File: config.mk
export PLATFORM = sky130hd
export DESIGN_NAME = mdp_div
export DESIGN_NICKNAME = d
export VERILOG_FILES = /design/src/hdl/mdp_pkg.sv /design/src/hdl/mdp_div.sv
export SDC_FILE = /design/constraint.sdc
export NUM_CORES = 2
export LEC_CHECK = 0
export BUFFER_PORTS_ARGS = -buffer_cell sky130_fd_sc_hd__buf_2
export CAP_MARGIN = 20
export CORE_MARGIN = 5
export CORE_UTILIZATION = 45
export DETAILED_ROUTE_END_ITERATION = 8
export PLACE_DENSITY = 0.6
export SLEW_MARGIN = 30
export SYNTH_ARGS = -nofsm -noshare
export SYNTH_HDL_FRONTEND = slang
export SYNTH_SLANG_ARGS = --single-unit
File: constraint.sdc
create_clock -name clk -period 4.34 [get_ports clk]
set_input_delay 0.217 -clock clk [delete_from_list [all_inputs] [get_ports clk]]
set_output_delay 0.217 -clock clk [all_outputs]
set_load 0.05 [all_outputs]
File: src/hdl/mdp_pkg.sv
// Shared types, constants and the log2 lookup table for the dew point pipeline.
// Depends on nothing; every other file refers to it by scoped names.
package mdp_pkg;

  localparam int LOG_TABLE_BITS = 8;
  localparam int LOG_SIZE       = 1 << LOG_TABLE_BITS;
  localparam int LOG_ROM_N      = LOG_SIZE + 1;
  localparam int IDX_W          = LOG_TABLE_BITS + 1;
  localparam int LO_W           = 16 - LOG_TABLE_BITS;

  localparam logic [14:0] TN_POS    = 15'd24312;
  localparam logic [14:0] TN_NEG    = 15'd27262;
  localparam logic [20:0] M_POS_Q16 = 21'd1154744;
  localparam logic [20:0] M_NEG_Q16 = 21'd1471939;
  localparam logic [15:0] LN2_Q16   = 16'd45426;
  localparam logic [13:0] HUM_FULL  = 14'd10000;

  localparam logic [1:0] ST_VALID  = 2'd0;
  localparam logic [1:0] ST_NO_HUM = 2'd1;
  localparam logic [1:0] ST_CLAMP  = 2'd2;

  // Shared divider geometry: 38-bit dividend, 23-bit divisor, 23 quotient bits.
  localparam int DIV_N   = 23;
  localparam int NUM_W   = 38;
  localparam int DEN_W   = 23;

  typedef logic [16:0] rom_word_t;
  typedef rom_word_t rom_arr_t [LOG_ROM_N];

  typedef struct packed {
    logic               zero;
    logic               neg;
    logic [14:0]        tn;
    logic [20:0]        m;
    logic signed [20:0] lnv;
  } side_t;

  // log2(1 + i / 2^B) in Q16, found by repeated squaring in Q30.
  function automatic rom_word_t rom_entry(input int unsigned i);
    logic [63:0] y;
    logic [16:0] res;
    y = (64'(LOG_SIZE) + 64'(i)) << (30 - LOG_TABLE_BITS);
    res = '0;
    if (y >= (64'd2 << 30)) begin
      res = 17'd1;
      y = y >> 1;
    end
    for (int k = 0; k < 16; k++) begin
      y = (y * y) >> 30;
      res = res << 1;
      if (y >= (64'd2 << 30)) begin
        res[0] = 1'b1;
        y = y >> 1;
      end
    end
    return res;
  endfunction

  function automatic rom_arr_t build_rom();
    rom_arr_t a;
    for (int i = 0; i < LOG_ROM_N; i++) a[i] = rom_entry(i);
    return a;
  endfunction

  localparam rom_arr_t LOG_ROM = build_rom();

  // Same interpolation as the datapath, evaluated on a constant.
  function automatic logic [20:0] log2_const(input logic [13:0] x);
    logic [3:0]  p;
    logic [29:0] nrm;
    logic [15:0] f;
    logic [IDX_W-1:0] idx;
    logic [16:0] e0;
    logic [16:0] e1;
    logic [16+LO_W:0] prd;
    p = '0;
    for (int i = 0; i < 14; i++) if (x[i]) p = 4'(i);
    nrm = {x, 16'b0} >> p;
    f = nrm[15:0];
    idx = IDX_W'(f[15:LO_W]);
    e0 = LOG_ROM[idx];
    e1 = LOG_ROM[idx + 1'b1];
    prd = (e1 - e0) * f[LO_W-1:0];
    return {1'b0, p, 16'b0} + 21'(e0) + 21'(prd >> LO_W);
  endfunction

  localparam logic [20:0] LOG2_FULL = log2_const(HUM_FULL);

endpackage

File: src/hdl/mdp_div.sv
// Pipelined restoring divider, one quotient bit per register stage.
// Unsigned operands; the quotient must fit in DIV_N bits. Uses mdp_pkg.
module mdp_div (
  input  logic                       clk,
  input  logic                       rst_n,
  input  logic                       en,
  input  logic                       i_valid,
  input  logic [mdp_pkg::NUM_W-1:0]  i_num,
  input  logic [mdp_pkg::DEN_W-1:0]  i_den,
  input  mdp_pkg::side_t             i_side,
  output logic                       o_valid,
  output logic [mdp_pkg::DIV_N-1:0]  o_quo,
  output mdp_pkg::side_t             o_side
);

  localparam int N = mdp_pkg::DIV_N;
  localparam int DW = mdp_pkg::DEN_W;

  logic                     valid_r [N];
  logic [DW-1:0]            rem_r   [N];
  logic [N-1:0]             lowq_r  [N];
  logic [DW-1:0]            den_r   [N];
  mdp_pkg::side_t           side_r  [N];

  logic [DW-1:0]            rem_in  [N];
  logic [N-1:0]             lowq_in [N];
  logic [DW-1:0]            den_in  [N];
  logic [DW-1:0]            rem_nxt [N];
  logic [N-1:0]             lowq_nxt[N];

  // Each stage shifts the next dividend bit out of the top of lowq and the
  // new quotient bit into its bottom.
  always_comb begin
    for (int s = 0; s < N; s++) begin
      logic [DW:0] trial;
      logic        ge;
      if (s == 0) begin
        rem_in[s]  = DW'(i_num[mdp_pkg::NUM_W-1:N]);
        lowq_in[s] = i_num[N-1:0];
        den_in[s]  = i_den;
      end else begin
        rem_in[s]  = rem_r[s-1];
        lowq_in[s] = lowq_r[s-1];
        den_in[s]  = den_r[s-1];
      end
      trial = {rem_in[s], lowq_in[s][N-1]};
      ge    = (trial >= {1'b0, den_in[s]});
      rem_nxt[s]  = ge ? DW'(trial - {1'b0, den_in[s]}) : trial[DW-1:0];
      lowq_nxt[s] = {lowq_in[s][N-2:0], ge};
    end
  end

  always_ff @(posedge clk) begin
    if (!rst_n) begin
      for (int s = 0; s < N; s++) valid_r[s] <= 1'b0;
    end else if (en) begin
      valid_r[0] <= i_valid;
      for (int s = 1; s < N; s++) valid_r[s] <= valid_r[s-1];
    end
  end

  always_ff @(posedge clk) begin
    if (en) begin
      for (int s = 0; s < N; s++) begin
        rem_r[s]  <= rem_nxt[s];
        lowq_r[s] <= lowq_nxt[s];
        den_r[s]  <= den_in[s];
      end
      side_r[0] <= i_side;
      for (int s = 1; s < N; s++) side_r[s] <= side_r[s-1];
    end
  end

  assign o_valid = valid_r[N-1];
  assign o_quo   = lowq_r[N-1];
  assign o_side  = side_r[N-1];

endmodule

# Word-level counts from Yosys, hierarchy flattened
# Memories as Yosys holds them, arrays and structs flattened.
# Index checks and enable logic that the tools add are counted.
dict set report word_totals {
  ff_bits 0
  latch_bits 0
  ramBits 2967
  mem_bits_ro 0
  inputBits 124
  out_inout_bits 83
  memories 5
}
# name depth word_bits read_ports rd_clocked_by_memory_dff wr line_no
set mem_list {}
lappend mem_list {side_r 23 59 23 0 23 mdp_div.sv:23} ;# mdp_pkg::side_t side_r [N];
lappend mem_list {den_r 23 23 22 0 23 mdp_div.sv:22} ;# logic [DW-1:0] den_r [N];
lappend mem_list {lowq_r 23 23 23 0 23 mdp_div.sv:21} ;# logic [N-1:0] lowq_r [N];
lappend mem_list {rem_r 23 23 22 0 23 mdp_div.sv:20} ;# logic [DW-1:0] rem_r [N];
lappend mem_list {valid_r 23 1 23 0 23 mdp_div.sv:19} ;# logic valid_r [N];
dict set report classes {
  addsub 23
  multipliers 0
  div 0
  order_cmp 23
  eq_ne 0
  shift 0
  n_mux 51
  bitwise_logic 23
  reduce_logical 0
}
# op n
set ops {}
lappend ops {{23-bit two-way mux} 23}
lappend ops {{24-bit by 23-bit >= comparator with 1-bit output} 22}
lappend ops {{23-bit subtractor} 22}
lappend ops {{1-bit two-way mux} 28}
lappend ops {{16-bit by 23-bit >= comparator with 1-bit output} 1}
lappend ops {{1-bit OR} 23}
lappend ops {{16-bit by 23-bit subtractor with 23-bit output} 1}

# Depth between registers and ports, before layout
dict set report depth {
  ltp_word 4
  ltp_mapped 15
}

# Worst setup path after synthesis
# Ideal clock, no wire load.
dict set report synth_path {
  path_type {register to register}
  start {memory den_r[0][0] (netlist bit)}
  end {memory rem_r[0][39] (netlist bit) (data pin)}
  setup_time_ns 0.260
  t_arrival_ns 2.845
  required_ns 4.080
  slack_ns 1.235
  stages_incl_launch_ff 13
  path_buffers 1
  synth_period_minus_slack_ns 3.105
  cell_sequence {edfxtp_1 -> ha_1 -> fa_1 -> nor2b_1 -> o31a_1 -> o41ai_2 -> o2111ai_1 -> nand2_1 -> a21oi_1 -> o21ai_1 -> a31oi_1 -> buf_2 -> mux2_2}
}
# element line_no
set synth_rtl {}
lappend synth_rtl {{start: declaration} mdp_div.sv:22}
lappend synth_rtl {{end: declaration} mdp_div.sv:20}

==> results list <==
- Setup violations remaining at the end of the flow were counted as 0.
- Wire segments on met3 add up to 9220 µm in the final route.
- The detail route stage leaves a number of antenna-violating nets equal to 0.
* Total power divided by cell area: 659 nW/µm²
- After the last flow step, the layout net total stands at 9207.
* Length of the first detailed-routing pass in iterations: 6
- Overall die area: 278000 µm²
- Die Width: 527 µm
- Library cell occupying the most area in the post-synthesis netlist: sky130_fd_sc_hd__edfxtp_1
- Clock skew on the completed layout was measured at 0.0591 ns.
- Placer congestion estimate: 0.913
- Number of vias per cell after detailed routing: 5.12
- The clock passes through at most 4 buffers.
- Critical Path Start Type: flop
- Port Buffer Count: 206
* Fraction of final layout cells with drive strength greater than 1: 10.8%
- After synthesis the cells add up to 120000 µm².
- Die outline height: 527 µm
* Sequential element share of the synthesized area: 73.0%
- Of all nets on the critical path, the largest fanout is 40.
* Top area cells in the synthesized netlist: sky130_fd_sc_hd__edfxtp_1 (73%), sky130_fd_sc_hd__ha_1 (5.4%), sky130_fd_sc_hd__a21oi_1 (2.3%)
* YS warnings: 0
- Remaining design rule violation count: 0
- Number of sinks handled by clock tree synthesis: 2921
- Final non-filler cell area: 138000 µm²
* Synth cell types: 90
* Drt total wl: 223000 µm
* Final std cells w/o fill: 12321
- The via count of the first global-routing pass came to 63666.
- The synthesized design contains 2920 enable-type register cells.
- Detail Placement HPWL: 154000 µm
- Worst slew slack as a fraction of its limit: 39.1%
- For the worst setup path, the data required time is 4.97 ns.
- Counting tap cells, the placed design contains a total of 11559 instances.
* Placement row count: 189
- After layout, the design draws a total of 90.9 mW.
* Worst Setup Path Type: flop to flop
- Endpoint arrival time on the critical path: 4.55 ns
- All-layer global routing usage: 15.8%
- Flip-flop and latch count after synthesis: 2921
- Worst path setup slack after routing: 0.411 ns
- Clock buffer count from CTS: 315
- The clock tree synthesis step divided the H-tree into 5 levels.
- Averaged over all synthesized cells, the footprint is 15.2 µm².
- STA classifies the critical path endpoint as a flop.
- Initial antenna violation count: 4
- Initial Util: 45.3%
* Min-delay worst type: primary input to flop
- The analysis attributes to cell leakage a power of 52.2 nW.
- The tool flagged a number of max-cap violations equal to 0.
* Gr ovfl total: 0
* Register clock-pin slew on the reported worst setup and hold paths: 0.06 ns
- Walking the worst path, the cells encountered are ha_1 -> fa_1 -> nor2b_1 -> o2111ai_1 -> and3_1 -> o31ai_2 -> nor2_1 -> o211ai_1 -> buf_4 -> mux2_2.
- Fmax: 255 MHz
* Most frequent cells after synthesis: sky130_fd_sc_hd__edfxtp_1 (2920), sky130_fd_sc_hd__inv_1 (667), sky130_fd_sc_hd__a21oi_1 (547)
- Global-route wire length before repair: 351000 µm
* Top routing layer in use: met4
* Number of top-level pins: 207
- Minimum period implied by the final worst setup slack: 3.93 ns
* Setup TNS: 0 ns
- TritonCTS clock tree: built
* Post-Place Setup Slack: 0.446 ns
* Largest incremental delay on the critical path: 0.63 ns
- Mapped Cells: 7892
- Met1 WL: 96400 µm
* Area of the placeable core: 266000 µm²
- Final hold slack: 0.0928 ns
- Post-Synthesis Net Count: 8560
* Synthesis-to-finish area growth: 14.7%
- The clock reaches the later pin of the worst-skew pair after 0.88 ns.
* Predominant post-synthesis flop cell: sky130_fd_sc_hd__edfxtp_1
* Portion of synthesized cell area occupied by the leading cell type: 72.9%
* Slew at the pin with the worst max-slew slack: 0.913 ns
- Kind of cell with the highest combined delay on the critical path: compound AO/OA/AOI/OAI gates
- Clock tree root buffer cell: sky130_fd_sc_hd__clkbuf_16
- Setup repair after global routing left no endpoint under its margin.
- Detailed routing placed a total of 109000 µm of wire on met2.
- Pins Over Slew Limit: 0
* Library cell contributing the largest single delay on the critical path: sky130_fd_sc_hd__edfxtp_1
- Final Hold Viols: 0
* CP Buf/Inv Count: 1
- The run finished with clean final reports.
- Most frequent cell after synthesis: sky130_fd_sc_hd__edfxtp_1
- Once layout is complete, the utilization of the core stands at 51.9%.
- Highest ir drop seen on vdd: 0.363 mV
* Maximum number of pins on one net before global-route repair: 155
* Routed wire per std cell: 18.1 µm
- Final clock period utilization by the worst path: 90.5%
- Area post-placement: 126000 µm²
* Starting DRT DRC Count: 4495
* Via Count: 63036
- In the synthesized netlist the async set-or-reset flop fraction comes to 0%.
path summary, 6_finish.rpt:
path | start | to | slack (ns) | depth (start not counted)
worst max-delay path | den_r[1][138] | rem_r[1][173] | 0.41 | 10
worst min-delay path | i_side[8] | side_r[0][8] | 0.09 | 2
worst max register to register | den_r[1][138] | rem_r[1][173] | 0.41 | 10
worst min register to register | side_r[2][54] | side_r[2][113] | 0.37 | 0
per-layer routing:
layer	GRT usage, %	vias up
met5	0	-
met4	6.04	0
met3	2.40	477
met2	27.0	1217
met1	20.5	30505
li1	-	30837
flip-flops by register name (all words and copies together) (netlist names):
| register | flops |
|---|---|
| den_r | 506 |
| side_r | 1357 |
| valid_r | 23 |
| lowq_r | 529 |
| rem_r | 506 |
worst reg2reg max path: stages, from the launching register on:
cell                        delay (ns)
sky130_fd_sc_hd__edfxtp_1         0.63
sky130_fd_sc_hd__ha_1             0.35
sky130_fd_sc_hd__fa_1             0.43
sky130_fd_sc_hd__nor2b_1          0.18
sky130_fd_sc_hd__o2111ai_1        0.15
sky130_fd_sc_hd__and3_1           0.21
sky130_fd_sc_hd__o31ai_2          0.48
sky130_fd_sc_hd__nor2_1           0.19
sky130_fd_sc_hd__o211ai_1         0.21
sky130_fd_sc_hd__buf_4            0.42
sky130_fd_sc_hd__mux2_2           0.46
cells in the final DEF, fill, tap and decap left out, types with 48 or more instances in the layout:
| cell type | count |
|---|---|
| sky130_fd_sc_hd__buf_4 | 64 |
| sky130_fd_sc_hd__a21o_1 | 202 |
| sky130_fd_sc_hd__nand2b_1 | 88 |
| sky130_fd_sc_hd__dlygate4sd3_1 | 196 |
| sky130_fd_sc_hd__mux2_2 | 133 |
| sky130_fd_sc_hd__edfxtp_1 | 2920 |
| sky130_fd_sc_hd__nand2_1 | 398 |
| sky130_fd_sc_hd__a21oi_1 | 543 |
| sky130_fd_sc_hd__buf_2 | 205 |
| sky130_fd_sc_hd__and3_1 | 60 |
| sky130_fd_sc_hd__xor2_1 | 164 |
| sky130_fd_sc_hd__clkinv_1 | 81 |
| sky130_fd_sc_hd__ha_1 | 522 |
| sky130_fd_sc_hd__o21a_1 | 86 |
| sky130_fd_sc_hd__nor2_1 | 420 |
| sky130_fd_sc_hd__o21bai_1 | 48 |
| sky130_fd_sc_hd__nor3_1 | 81 |
| sky130_fd_sc_hd__clkbuf_1 | 55 |
| sky130_fd_sc_hd__nand4_1 | 58 |
| sky130_fd_sc_hd__xnor2_1 | 233 |
| sky130_fd_sc_hd__clkbuf_16 | 319 |
| sky130_fd_sc_hd__o21ai_0 | 389 |
| sky130_fd_sc_hd__nand3_1 | 81 |
| sky130_fd_sc_hd__nor2b_1 | 78 |
| sky130_fd_sc_hd__inv_1 | 667 |
cells by family (layout without fill, tap and decap cells):
logic type | Yosys count | in the layout | share of synthesized area (%)
DFF | 2921 | 2921 | 73.0
AOI/OAI and AO/OA | 1628 | 1628 | 8.46
and+or+nand+nor | 1400 | 1400 | 5.50
buffers and inverters | 843 | 1738 | 2.89
adders and majority gates | 544 | 544 | 5.80
xor gates and xnor gates | 397 | 397 | 2.89
muxes | 159 | 159 | 1.50
other | 0 | 1 | 0
cell type report:
class / count / area [µm²]
diodes: 1 / 2.50
clock buffers: 374 / 8190
clock inverters: 191 / 1730
fillers: 21735 / 128000
inverters: 670 / 2520
multi-input cells: 4128 / 29100
flip-flops and latches: 2921 / 87700
well taps: 3533 / 4420
repair buffers: 503 / 4230
where the power goes:
group / total [mW] / switching [mW] / internal [mW]
sequential: 39.2 / 2.48 / 36.7
clock: 25.5 / 10.6 / 14.9
combinational: 26.1 / 14.9 / 11.2
timing repair:
item                                   in CTS  in global routing
gates resized for setup                     0                  0
setup buffers                               0                  0
hold buffers                              196                  0
endpoints found under the hold margin     221                  0
Note: power is estimated with default switching activity, not from simulation.
